==> src/hdl/tccs_pkg.sv <==
`timescale 1ns / 1ps
// ----------------------------------------------------------------------------
// Text console package
// Item and result types, codes and the sequencer control store of the text
// console.
// ----------------------------------------------------------------------------
package tccs_pkg;

  localparam int SCREEN_COLS_DEF = 80;
  localparam int SCREEN_ROWS_DEF = 25;
  localparam int CELL_W          = 16;

  localparam logic [7:0] NEWLINE_CODE = 8'd10;
  localparam logic [7:0] BLANK_CODE   = 8'h20;
  localparam logic [7:0] RESET_ATTR   = 8'h07;

  typedef enum logic [1:0] {
    ACT_PUT   = 2'd0,
    ACT_CLEAR = 2'd1,
    ACT_SET   = 2'd2,
    ACT_READ  = 2'd3
  } act_t;

  typedef struct packed {
    act_t       action;
    logic [7:0] char_code;
    logic [4:0] target_row;
    logic [6:0] target_col;
  } in_item_t;

  typedef struct packed {
    logic [4:0] cursor_row_now;
    logic [6:0] cursor_col_now;
    logic [7:0] cell_char;
    logic [7:0] cell_attr;
    logic       scrolled;
  } out_item_t;

  typedef enum logic [2:0] {
    RAM_NONE    = 3'd0,
    RAM_WR_PUT  = 3'd1,
    RAM_RD_TGT  = 3'd2,
    RAM_RD_COPY = 3'd3,
    RAM_WR_COPY = 3'd4,
    RAM_WR_FILL = 3'd5
  } ram_op_t;

  typedef enum logic [1:0] {
    ADDR_HOLD = 2'd0,
    ADDR_ZERO = 2'd1,
    ADDR_INC  = 2'd2
  } addr_op_t;

  typedef enum logic [1:0] {
    CUR_HOLD    = 2'd0,
    CUR_ADVANCE = 2'd1,
    CUR_HOME    = 2'd2,
    CUR_SET     = 2'd3
  } cur_op_t;

  typedef enum logic [2:0] {
    JC_NONE      = 3'd0,
    JC_OVF       = 3'd1,
    JC_COPY_END  = 3'd2,
    JC_FILL_END  = 3'd3,
    JC_SLOT_BUSY = 3'd4
  } jcond_t;

  typedef enum logic [3:0] {
    ST_IDLE   = 4'd0,
    ST_PUT    = 4'd1,
    ST_SCR_RD = 4'd2,
    ST_SCR_WR = 4'd3,
    ST_FILL   = 4'd4,
    ST_CLR    = 4'd5,
    ST_SET    = 4'd6,
    ST_READ   = 4'd7,
    ST_DONE   = 4'd8
  } step_t;

  typedef struct packed {
    ram_op_t  ram_op;
    addr_op_t addr_op;
    cur_op_t  cur_op;
    logic     fill_load;
    logic     take_item;
    logic     emit;
    jcond_t   jcond;
    step_t    jump_to;
    step_t    next_step;
  } ucw_t;

  typedef struct packed {
    logic accept;
    act_t action;
    logic ovf;
    logic copy_end;
    logic fill_end;
    logic slot_busy;
  } seq_stat_t;

  function automatic ucw_t ucode(step_t s);
    ucw_t w;
    w = '0;
    w.next_step = ST_IDLE;
    w.jump_to   = ST_IDLE;
    unique case (s)
      ST_IDLE: begin
        w.take_item = 1'b1;
      end
      ST_PUT: begin
        w.ram_op    = RAM_WR_PUT;
        w.cur_op    = CUR_ADVANCE;
        w.addr_op   = ADDR_ZERO;
        w.fill_load = 1'b1;
        w.jcond     = JC_OVF;
        w.jump_to   = ST_SCR_RD;
        w.next_step = ST_DONE;
      end
      ST_SCR_RD: begin
        w.ram_op    = RAM_RD_COPY;
        w.next_step = ST_SCR_WR;
      end
      ST_SCR_WR: begin
        w.ram_op    = RAM_WR_COPY;
        w.addr_op   = ADDR_INC;
        w.jcond     = JC_COPY_END;
        w.jump_to   = ST_FILL;
        w.next_step = ST_SCR_RD;
      end
      ST_FILL: begin
        w.ram_op    = RAM_WR_FILL;
        w.addr_op   = ADDR_INC;
        w.jcond     = JC_FILL_END;
        w.jump_to   = ST_DONE;
        w.next_step = ST_FILL;
      end
      ST_CLR: begin
        w.fill_load = 1'b1;
        w.addr_op   = ADDR_ZERO;
        w.cur_op    = CUR_HOME;
        w.next_step = ST_FILL;
      end
      ST_SET: begin
        w.cur_op    = CUR_SET;
        w.next_step = ST_DONE;
      end
      ST_READ: begin
        w.ram_op    = RAM_RD_TGT;
        w.next_step = ST_DONE;
      end
      ST_DONE: begin
        w.take_item = 1'b1;
        w.emit      = 1'b1;
        w.jcond     = JC_SLOT_BUSY;
        w.jump_to   = ST_DONE;
      end
      default: begin
        w.next_step = ST_IDLE;
      end
    endcase
    return w;
  endfunction

endpackage

==> src/hdl/tccs_seq.sv <==
`timescale 1ns / 1ps
// ----------------------------------------------------------------------------
// Text console sequencer
// Step counter over the control store, with item dispatch and conditional
// jumps.
// ----------------------------------------------------------------------------
module tccs_seq (
  input  logic                clk,
  input  logic                rst_n,
  input  tccs_pkg::seq_stat_t stat,
  output tccs_pkg::ucw_t      cw
);

  tccs_pkg::step_t step_r;
  tccs_pkg::step_t step_nxt;
  logic            cond_true;

  always_comb begin
    cw = tccs_pkg::ucode(step_r);
  end

  always_comb begin
    unique case (cw.jcond)
      tccs_pkg::JC_NONE:      cond_true = 1'b0;
      tccs_pkg::JC_OVF:       cond_true = stat.ovf;
      tccs_pkg::JC_COPY_END:  cond_true = stat.copy_end;
      tccs_pkg::JC_FILL_END:  cond_true = stat.fill_end;
      tccs_pkg::JC_SLOT_BUSY: cond_true = stat.slot_busy;
      default:                cond_true = 1'b0;
    endcase
  end

  always_comb begin
    priority if (stat.accept) begin
      unique case (stat.action)
        tccs_pkg::ACT_PUT:   step_nxt = tccs_pkg::ST_PUT;
        tccs_pkg::ACT_CLEAR: step_nxt = tccs_pkg::ST_CLR;
        tccs_pkg::ACT_SET:   step_nxt = tccs_pkg::ST_SET;
        tccs_pkg::ACT_READ:  step_nxt = tccs_pkg::ST_READ;
        default:             step_nxt = tccs_pkg::ST_IDLE;
      endcase
    end else if (cond_true) begin
      step_nxt = cw.jump_to;
    end else begin
      step_nxt = cw.next_step;
    end
  end

  // After reset the sequencer starts in the fill loop to blank the store.
  always_ff @(posedge clk) begin
    if (!rst_n) begin
      step_r <= tccs_pkg::ST_FILL;
    end else begin
      step_r <= step_nxt;
    end
  end

endmodule
==> config.mk <==
export PLATFORM = sky130hd
export DESIGN_NAME = tccs_seq
export DESIGN_NICKNAME = d
export VERILOG_FILES = /design/src/hdl/tccs_pkg.sv /design/src/hdl/tccs_seq.sv
export SDC_FILE = /design/constraint.sdc
export NUM_CORES = 1
export LEC_CHECK = 0
export BUFFER_PORTS_ARGS = -buffer_cell sky130_fd_sc_hd__buf_4
export CORE_AREA = 2 2 39 41
export DETAILED_ROUTE_END_ITERATION = 12
export DIE_AREA = 0 0 41 43
export GPL_ROUTABILITY_DRIVEN = 0
export PLACE_DENSITY = 0.71
export SYNTH_ARGS = -nofsm -noshare
export SYNTH_HDL_FRONTEND = slang
export SYNTH_SLANG_ARGS = --single-unit
==> constraint.sdc <==
create_clock -name clk -period 1.4 [get_ports clk]
set_input_delay 0.07 -clock clk [delete_from_list [all_inputs] [get_ports clk]]
set_output_delay 0.07 -clock clk [all_outputs]
set_load 0.02 [all_outputs]
Yosys cells after proc, flatten, opt, wreduce, memory -nomap -nowiden. Cells that the tools add are included.

Register bits after elaboration: 4. Word-level logic and storage cells: 35.

Equality and inequality tests: 15. Multiplexer cells: 12. Reductions and logical operators: 7.

Operators with widths (number): $pmux 4 s4 (2); $pmux 7 s4 (1); $eq 4x3->1 const B (4); $pmux 3 s5 (1); $eq 4x2->1 const B (2); $mux 4 (2); $reduce_or 2->1 (4); $eq 3x2->1 const B (2); $pmux 2 s3 (1); $eq 2x2->1 const B (2); $eq 4x1->1 const B (1); $eq 4x4->1 const B (1); $logic_not 4->1 (1); $pmux 1 s4 (1); $pmux 2 s2 (1); $eq 3x1->1 const B (1); $eq 3x3->1 const B (1); $mux 1 (3); $reduce_or 3->1 (1); $eq 2x1->1 const B (1); $logic_not 2->1 (1).

Logic depth before layout (Yosys ltp). Gate-level depths: netlist of the first run.

Depth after elaboration: 6. Gate-level depth with buffers: 6.

Worst setup path after synthesis of the first run. Ideal clock, no wire load.

Kind: register to output. Start: reg step_r[2]. End: out cw[20] in the netlist's numbering. Data arrival time: 1523 ps. Data required time: 1330 ps. Setup slack: -193 ps. Stages on the path, launching flop included: 6. Buffers on the path: 2. Cell sequence: dfxtp_1 -> buf_6 -> inv_1 -> or3_1 -> a21oi_1 -> buf_4.

RTL lines: start: declaration (RTL line tccs_seq.sv:14) `tccs_pkg::step_t step_r;`; start signal: assignment (RTL line tccs_seq.sv:52) `step_r <= tccs_pkg::ST_FILL;`; start signal: assignment (RTL line tccs_seq.sv:54) `step_r <= step_nxt;`; end: declaration (RTL line tccs_seq.sv:11) `output tccs_pkg::ucw_t cw`.

==> metrics.yaml, run 1 <==
status: "finished, violations left"
violations: "negative setup slack"
syn-num-nets: 71
total_power_uw: 600
drtIter0Drc: 9
clkSinkCount: 4
synth_async_sr_flop_share: 0
syn2layout_area_growth_pct: 77.5
fp.dieH_um: 43
dr_total_vias: 574
cts_buffer_depth: 2
post-dp-hpwl_um: 950
startpoint_type: "flip-flop"
cp-end-kind: "output port"
top_layer: "met4"
yosysTopAreaCell: "dfxtp_1"
layout-drive-gt1-share: 0.643
final_area_um2: 831
slew_violations: 0
setup_viol: 4
syn-cell-area_um2: 468
coreArea_mm2: 0.00138
clock_latency_ns: 0.24
placementRows: 14
grt.overflow.total: 0
avgViaCountPerCell: 5.04
rsz0062_at_grt: "yes"
fin_crit_sh: 1.03
initial_core_util: 0.338
drc: 0
wl_met1_um: 595
cp_max_fo: 4
track_usage: 0.174
cts_buffers: 3
reg_top3: "step_r x4"
synthFlopType: "dfxtp_1"
cap_violations: 0
antenna_left: 0
first_pass_iters: 4
finClkSkew_ns: 0.00178
synth_top_area_share: 0.171
final_nets: 109
die_x_um: 41
hold_path_class: "input port to flip-flop"
hold_viol: 0
largest_register_ffs: 4
critPathKind: "flip-flop to output port"
dpl-instance-area_um2: 692
top_register: "step_r"
met2_length_um: 705
min_period_ns: 1.45
p_leak_uw: 0.000414
post-place-ws_ns: 0.0394
routed_wl_um: 1400
grt_antenna_before_repair: 0
yosys-top-cells-count: "buf_4, nor3_1, a21oi_1, dfxtp_1, inv_1"
syn_inst: 62
ctsHtreeMaxLevel: 1
ios: 30
cts_tree: "yes"
wl_met3_um: 81
wire_per_inst_um: 12.3
num_antenna_cells: 0
avgSynthCellArea_um2: 7.55
ys_seq_elements: 4
grt_max_degree: 13
clk_pin_slew_worst_paths_ns: 0.04
max_freq_mhz: 690
grt_pass1_vias: 486
port_buffers: 28
synth_cell_types: 35
yosys_warnings: 0
seq_area_frac_synth: 0.171
setup_ws_ns: -0.0487
ir_worst_vdd_uv: 299
grt_pass1_wl_um: 2150
root_buffer: "clkbuf_4"
dieArea_mm2: 0.00176
synth_edf_count: 0
power-per-cell-area_mw_per_mm2: 723
critPathRequiredTime_ns: 1.33
critPathArrivalTime_ns: 1.38
netlist_top_cells_area: "dfxtp_1, buf_4, nor3_1"
## kinds of logic (layout without fill, tap and decap cells)
| kind of cell | count (synthesis) | count (layout) | synth area share |
|---|---|---|---|
| AOI/OAI and AO/OA | 15 | 15 | 0.233 |
| xor gates and xnor gates | 3 | 3 | 0.0562 |
| buffers and inverters | 14 | 50 | 0.190 |
| DFF | 4 | 4 | 0.171 |
| muxes | 1 | 1 | 0.0241 |
| other | 1 | 1 | 0.00801 |
| and+or+nand+nor | 24 | 24 | 0.318 |
## cells in the final DEF, fill, tap and decap left out, drive strengths merged
master and count:
a211o 1, a21o 1, a21oi 5, a311oi 1, a31oi 1, a32oi 1, and2 2, and3 1
and4b 1, buf 42, clkbuf 3, conb 1, dfxtp 4, inv 5, mux2 1, nand2 2
nand2b 1, nand3 3, nand3b 1, nor2 3, nor3 5, nor4b 1, o211a 1, o21ai 2
o221a 1, o311ai 1, or2 2, or3 1, or3b 1, xnor2 2, xor2 1
## power by group
group | total (µW) | internal [µW] | switching [µW]
Combinational | 320 | 160 | 160
Clock | 143 | 95.9 | 47.1
Sequential | 138 | 121 | 17.1
## path summary, 6_finish.rpt
kind              startpoint   endpoint  slack (ns)  cells past startpoint
setup / recovery   step_r[1]     cw[17]       -0.05                      4
hold / removal         rst_n  step_r[2]        0.05                      2
setup reg to reg   step_r[2]  step_r[3]        0.03                      5
hold reg to reg    step_r[3]  step_r[2]        0.51                      1
## cell type report
cell class                 instances  area (µm²)
fill                             128         553
clock buffer                       3        22.5
tap                               16        20.0
multi-input combinational         44         325
inverter                           5        18.8
timing repair buffer              42         349
sequential                         4        95.1
## per-stage QoR
step / cells / utilization / TNS (ns) / hold WS, ns
2_1_floorplan: 62 / - / -0.124 / 0.148
3_3_place_gp: 105 / 0.500 / 0 / 0.293
6_report: 114 / 0.600 / -0.123 / 0.0542
3_5_place_dp: 105 / 0.500 / 0 / 0.296
4_1_cts: 113 / 0.579 / -0.196 / 0.0518
5_1_grt: 114 / 0.600 / -0.645 / 0.0754
## routing by layer
layer  vias up  GRT usage
li1        290          -
met1       260      0.241
met2        22      0.269
met3         2     0.0157
met4         0     0.0600
met5         -          0
## critical path, cell delays in order, from the launching register on
cell,delay [ns]
dfxtp_4,0.35
buf_6,0.12
or3_4,0.37
a21oi_2,0.14
buf_4,0.16
## timing repair
| item | in CTS | in global routing |
|---|---|---|
| gates resized for setup | 15 | 9 |
| hold buffers | 0 | 0 |
| endpoints found under the setup margin | 11 | 12 |
| setup buffers | 5 | 1 |
| pin swaps | 4 | 5 |
(Power assumes the default switching activity.)
==> inputs of run 2 (changes only) <==
--- a/config.mk
+++ b/config.mk
@@ -5,12 +5,13 @@
 export SDC_FILE = /design/constraint.sdc
 export NUM_CORES = 1
 export LEC_CHECK = 0
+export ABC_AREA = 1
 export BUFFER_PORTS_ARGS = -buffer_cell sky130_fd_sc_hd__buf_4
 export CORE_AREA = 2 2 39 41
 export DETAILED_ROUTE_END_ITERATION = 12
 export DIE_AREA = 0 0 41 43
 export GPL_ROUTABILITY_DRIVEN = 0
-export PLACE_DENSITY = 0.71
+export PLACE_DENSITY = 0.66
 export SYNTH_ARGS = -nofsm -noshare
 export SYNTH_HDL_FRONTEND = slang
 export SYNTH_SLANG_ARGS = --single-unit
==> metrics.yaml, run 2 <==
grt.overflow.total: 0  # unchanged
syn_inst: 76  # +23%
syn-cell-area_um2: 400  # -14%
netlist_top_cells_area: "dfxtp_1, inv_1, nand2_1"
placementRows: 14  # unchanged
final_cell_mix: "buf_4, nand2_1, inv_1, nor2_1"
yosysTopAreaCell: "dfxtp_1"
total_power_uw: 554  # -7.8%
yosys_warnings: 0  # unchanged
clkSinkCount: 4  # unchanged
crit_top_cell: "nor2_4"
clock_latency_ns: 0.24  # about the same
first_pass_iters: 4  # unchanged
setup_viol: 0  # -4
cts_tree: "yes"
port_buffers: 28  # unchanged
p_comb_frac: 0.488  # -0.044
yosysMostFrequentCell: "inv_1"
final_nets: 116  # +6.4%
largest_register_ffs: 4  # unchanged
power-per-cell-area_mw_per_mm2: 823  # +14%
synth_cell_types: 14  # -60%
dr_total_vias: 539  # -6.1%
ys_seq_elements: 4  # unchanged
cp_cell_sequence: "nor2_4 -> inv_2 -> nor2_4 -> nor2_1 -> nand2_1 -> buf_4"
max_stage_delay_ns: 0.35  # -0.02 ns
syn2layout_area_growth_pct: 68.1
initial_core_util: 0.289  # -0.0488
cp_top_family: "simple AND/OR/NAND/NOR gates"
power.internal_uw: 332  # -12%
synth_edf_count: 0  # unchanged
hold_path_class: "input port to flip-flop"
synth_async_sr_flop_share: 0  # unchanged
max_freq_mhz: 753  # +9.1%
critPathRequiredTime_ns: 1.33  # about the same
cpMaxStageDelayCell: "dfxtp_4"
ios: 30  # unchanged
grt_antenna_before_repair: 0  # unchanged
rsz0062_at_grt: "no"
syn-num-nets: 85  # +20%
hold_buffers: 0  # unchanged
grt_pass1_wl_um: 1630  # -24%
clk_pin_slew_worst_paths_ns: 0.04  # about the same
grt_max_degree: 7  # -6
finClkSkew_ns: 0.00575  # +0.00397 ns
wire_per_inst_um: 9.69  # -21%
top_register: "step_r"
seqPwrFrac: 0.244  # +0.014
status: "completed"
num_antenna_cells: 0  # unchanged
ctsHtreeMaxLevel: 1  # unchanged
die_x_um: 41  # unchanged
drc: 0  # unchanged
startpoint_type: "flip-flop"
avgSynthCellArea_um2: 5.27  # -30%
cts_buffers: 3  # unchanged
coreArea_mm2: 0.00138  # unchanged
cp-end-kind: "output port"
seq_area_frac_synth: 0.200  # +0.0289
dieArea_mm2: 0.00176  # unchanged
track_usage: 0.134  # -0.0393
layout-drive-gt1-share: 0.495  # -0.148
root_buffer: "clkbuf_4"
fin_crit_sh: 0.948  # -0.0865
drtIter0Drc: 5  # -4
fin_setup_tns_ns: 0  # +0.123 ns
cp_max_fo: 6  # +2
cts_buffer_depth: 2  # unchanged
cap_violations: 0  # unchanged
path_buf_inv: 2  # unchanged
p_clk_frac: 0.267  # +0.029
reg_top3: "step_r x4"
p_sw_uw: 222  # -1.0%
post-dp-hpwl_um: 957  # +0.77%
critPathArrivalTime_ns: 1.26  # -0.12 ns
antenna_left: 0  # unchanged
synthFlopType: "dfxtp_1"
slew_violations: 0  # unchanged
switching_share: 0.400  # +0.0271
yosys-top-cells-count: "inv_1, nand2_1, nor2_1"
routed_wl_um: 1170  # -16%
critPathKind: "flip-flop to output port"
whs_ns: 0.0498  # -0.00438 ns
fp.dieH_um: 43  # unchanged
grt_pass1_vias: 454  # -6.6%
layout_commonest_cell: "buf_4"
p_leak_uw: 0.000415  # +0.26%
min_period_ns: 1.33  # -0.121 ns
synth_top_area_share: 0.200  # +0.0289
ir_worst_vdd_uv: 328  # +9.7%
avgViaCountPerCell: 4.45  # -12%
hold_viol: 0  # unchanged
[run 2: timing repair]
item	4_1_cts	5_1_grt
gates resized for setup	6	12
setup buffers	2	0
setup endpoints to repair	8	12
pin swaps	2	0
hold endpoints to repair	0	0
[run 2: layout make-up]
cell class                      count  area (µm²)
Clock buffer                        3        22.5
Fill cell                         158         711
Inverter                           19        71.3
Multi-Input combinational cell     49         246
Sequential cell                     4        87.6
Tap cell                           16        20.0
Timing Repair Buffer               30         225
[run 2: cell families (layout without fill, tap and decap cells)]
logic type,after synthesis,count (layout),share of synthesized area
AND/OR/NAND/NOR,38,38,0.403
buffers and inverters,23,52,0.253
AO/OA/AOI/OAI,10,10,0.134
flip-flops,4,4,0.200
other,1,1,0.00937
[run 2: metrics by stage]
stage               cells  instance area [µm²]  utilization  setup WS (ns)
floorplan              76                  400            -         0.0231
global placement      116                  601        0.434          0.172
detailed placement    116                  601        0.434         0.0949
CTS                   121                  649        0.469         0.0145
global route          121                  673        0.486         0.0103
finish                121                  673        0.486         0.0724
[run 2: worst paths after layout]
check | startpoint | end | slack (ns) | cells after the start
max reg2reg | step_r[2] | step_r[2] | 0.23 | 10
min reg2reg | step_r[2] | step_r[0] | 0.60 | 3
max | step_r[2] | cw[18] | 0.07 | 6
min | rst_n | step_r[1] | 0.05 | 3
[run 2: power groups by stage]
stage	combinational [µW]	sequential, µW	clock [µW]
2_1_floorplan	156	131	0
4_1_cts	264	133	154
3_3_place_gp	248	132	0
5_1_grt	297	137	162
6_report	270	135	148
3_5_place_dp	250	133	0
[run 2: layer usage]
layer,wire [µm],up-vias,part of all wire,track usage
met5,0,-,0,0
met4,0,0,0,0.0600
met3,128,0,0.11,0.0314
met2,573,25,0.49,0.241
met1,471,233,0.40,0.135
li1,-,281,-,-
[run 2: worst min-delay path, delay by kind of cell]
kind          cells  cell delay (ns)
simple gates      2             0.09
buf+inv           1             0.09
==> inputs of run 3 (changes only) <==
==> constraint.sdc (replaced) <==
create_clock -name clk -period 1.5 [get_ports clk]
set_input_delay 0.075 -clock clk [delete_from_list [all_inputs] [get_ports clk]]
set_output_delay 0.075 -clock clk [all_outputs]
set_load 0.02 [all_outputs]
==> metrics.yaml, run 3 (synthesis results as in run 2) <==
avgViaCountPerCell: 4.45  # -0.21%
root_buffer: "clkbuf_4"
cpMaxStageDelayCell: "dfxtp_2"
port_buffers: 28  # unchanged
clk_pin_slew_worst_paths_ns: 0.03  # about the same
cp.depth: 6  # unchanged
final_area_um2: 639  # -5.0%
syn2layout_area_growth_pct: 59.7
endpoint: "cw[3]"
ios: 30  # unchanged
post-route-util: 0.462  # -0.0244
wire_per_inst_um: 8.87  # -8.4%
power-per-cell-area_mw_per_mm2: 766  # -7.0%
placementRows: 14  # unchanged
multi_input_area_um2: 231  # -6.1%
grt_use_met1: 0.144  # +0.00962
drtIter0Drc: 7  # +2
cp_max_fo: 5  # -1
reg_top3: "step_r x4"
post-dp-hpwl_um: 935  # -2.3%
whs_ns: 0.0565  # +0.00665 ns
crit_top_cell: "inv_1"
cp_cell_sequence: "nor2_1 -> inv_1 -> nor2_4 -> a21oi_1 -> inv_1 -> buf_4"
antenna_left: 0  # unchanged
grt_pass1_wl_um: 1640  # +0.43%
finClkSkew_ns: 0.00168  # -0.00407 ns
hold_buffers: 0  # unchanged
drc: 0  # unchanged
setup_viol: 0  # unchanged
layout-drive-gt1-share: 0.408  # -0.0875
fin_crit_sh: 0.914
initial_core_util: 0.289  # unchanged
dr_total_vias: 529  # -1.9%
path_buf_inv: 3  # +1
r2r_end: "step_r[2]"
status: "completed"
layout_commonest_cell: "buf_4"
grt_busiest_layer: "met2"
critPathArrivalTime_ns: 1.30  # +0.04 ns
first_pass_iters: 3  # -1
startpoint_type: "flip-flop"
cp_top_family: "flip-flops"
critPathRequiredTime_ns: 1.42  # +0.09 ns
startpoint: "step_r[1]"
dieArea_mm2: 0.00176  # unchanged
use_met2: 0.234  # -0.00625
critPathKind: "flip-flop to output port"
ir_worst_vdd_uv: 347  # +5.7%
rsz0062_at_grt: "no"
cts_tree: "yes"
reg2reg_from: "step_r[2]"
grt_antenna_before_repair: 0  # unchanged
cts_setup_buffers: 0  # -2
ctsHtreeMaxLevel: 1  # unchanged
fp.dieH_um: 43  # unchanged
grt_use_met3: 0.0157  # -0.0157
num_antenna_cells: 0  # unchanged
clock_latency_ns: 0.23  # about the same
slew_violations: 0  # unchanged
cap_violations: 0  # unchanged
track_usage: 0.132  # -0.00201
p_leak_uw: 0.000405  # -2.4%
top_register: "step_r"
final_cell_mix: "buf_4, inv_1, nand2_1, nor2_1, nand3_1"
dpl-instance-area_um2: 601  # unchanged
routed_wl_um: 1060  # -9.9%
largest_register_ffs: 4  # unchanged
r2r_cells: 8  # -2
hold_path_class: "input port to flip-flop"
min_period_ns: 1.37
fillers: 162  # +2.5%
grt_max_degree: 7  # unchanged
rrSetupSlack_ns: 0.37  # +0.14 ns
clkSinkCount: 4  # unchanged
cts_buffer_depth: 2  # unchanged
die_x_um: 41  # unchanged
fin_setup_tns_ns: 0  # unchanged
cp-end-kind: "output port"
hold_viol: 0  # unchanged
coreArea_mm2: 0.00138  # unchanged
final_nets: 114  # -1.7%
grt_pass1_vias: 453  # -0.22%
regArea_um2: 83.8  # -4.3%
cts_buffers: 3  # unchanged
max_stage_delay_ns: 0.38  # +0.03 ns
grt.overflow.total: 0  # unchanged
max_freq_mhz: 729
-- run 3: cell types whose count changed in the layout (fill, tap and decap cells not counted) --
| cell | previous run | this run |
|---|---|---|
| o21ai_2 | 1 | 0 |
| o21ai_1 | 0 | 1 |
| inv_2 | 4 | 2 |
| nand2_2 | 2 | 1 |
| a21oi_1 | 3 | 4 |
| nor2_1 | 8 | 10 |
| nor2_2 | 5 | 3 |
| inv_1 | 15 | 17 |
| buf_4 | 30 | 28 |
| a21oi_2 | 1 | 0 |
| dfxtp_1 | 0 | 1 |
| dfxtp_4 | 1 | 0 |
| nand2_1 | 16 | 17 |
-- run 3: how the worst min path moves through the flow --
stage                     depth (start not counted)   endpoint  slack [ns]  start
after global placement                            3  step_r[1]        0.29  rst_n
after global routing                              3  step_r[1]        0.07  rst_n
after detailed placement                          3  step_r[1]        0.29  rst_n
after floorplan                                   2  step_r[1]        0.19  rst_n
final                                             3  step_r[1]        0.06  rst_n
after CTS                                         3  step_r[1]        0.05  rst_n
-- run 3: worst reg2reg max path, cell delays in order (launching register included) --
cell     delay, ns
dfxtp_2       0.33
nor2_2        0.19
nand3_1       0.16
nand2_1       0.09
nor2_1        0.06
nand2_1       0.05
nand2_1       0.04
nand2_1       0.05
nand2_1       0.04
-- run 3: what timing repair did --
action                                 in CTS  in global routing
gates resized for setup                     3                  7
setup endpoints to repair                   2                  6
endpoints found under the hold margin       0                  0
-- run 3: layout make-up --
type	count	share of cell area
Timing Repair Buffer	28	0.329
Clock buffer	3	0.0352
Multi-Input combinational cell	49	0.362
Sequential cell	4	0.131
Inverter	19	0.112
Tap cell	16	0.0313
-- run 3: where the power goes --
part,switching [µW],internal [µW],total [µW]
Combinational,140,95.8,236
Sequential,9.91,115,125
Clock,39.1,89.1,128
Total,189,300,489
-- run 3: routing by layer --
metal / wire, µm / vias to the layer above
met5: 0 / -
met4: 12 / 0
met3: 117 / 2
met2: 509 / 26
met1: 417 / 221
li1: - / 280
-- run 3: metrics by stage --
stage,total power (µW),instances,worst slack [ns]
floorplan,267,76,0.0104
global placement,353,116,0.258
detailed placement,356,116,0.185
CTS,491,119,0.0427
global route,530,119,0.0116
finish,489,119,0.129
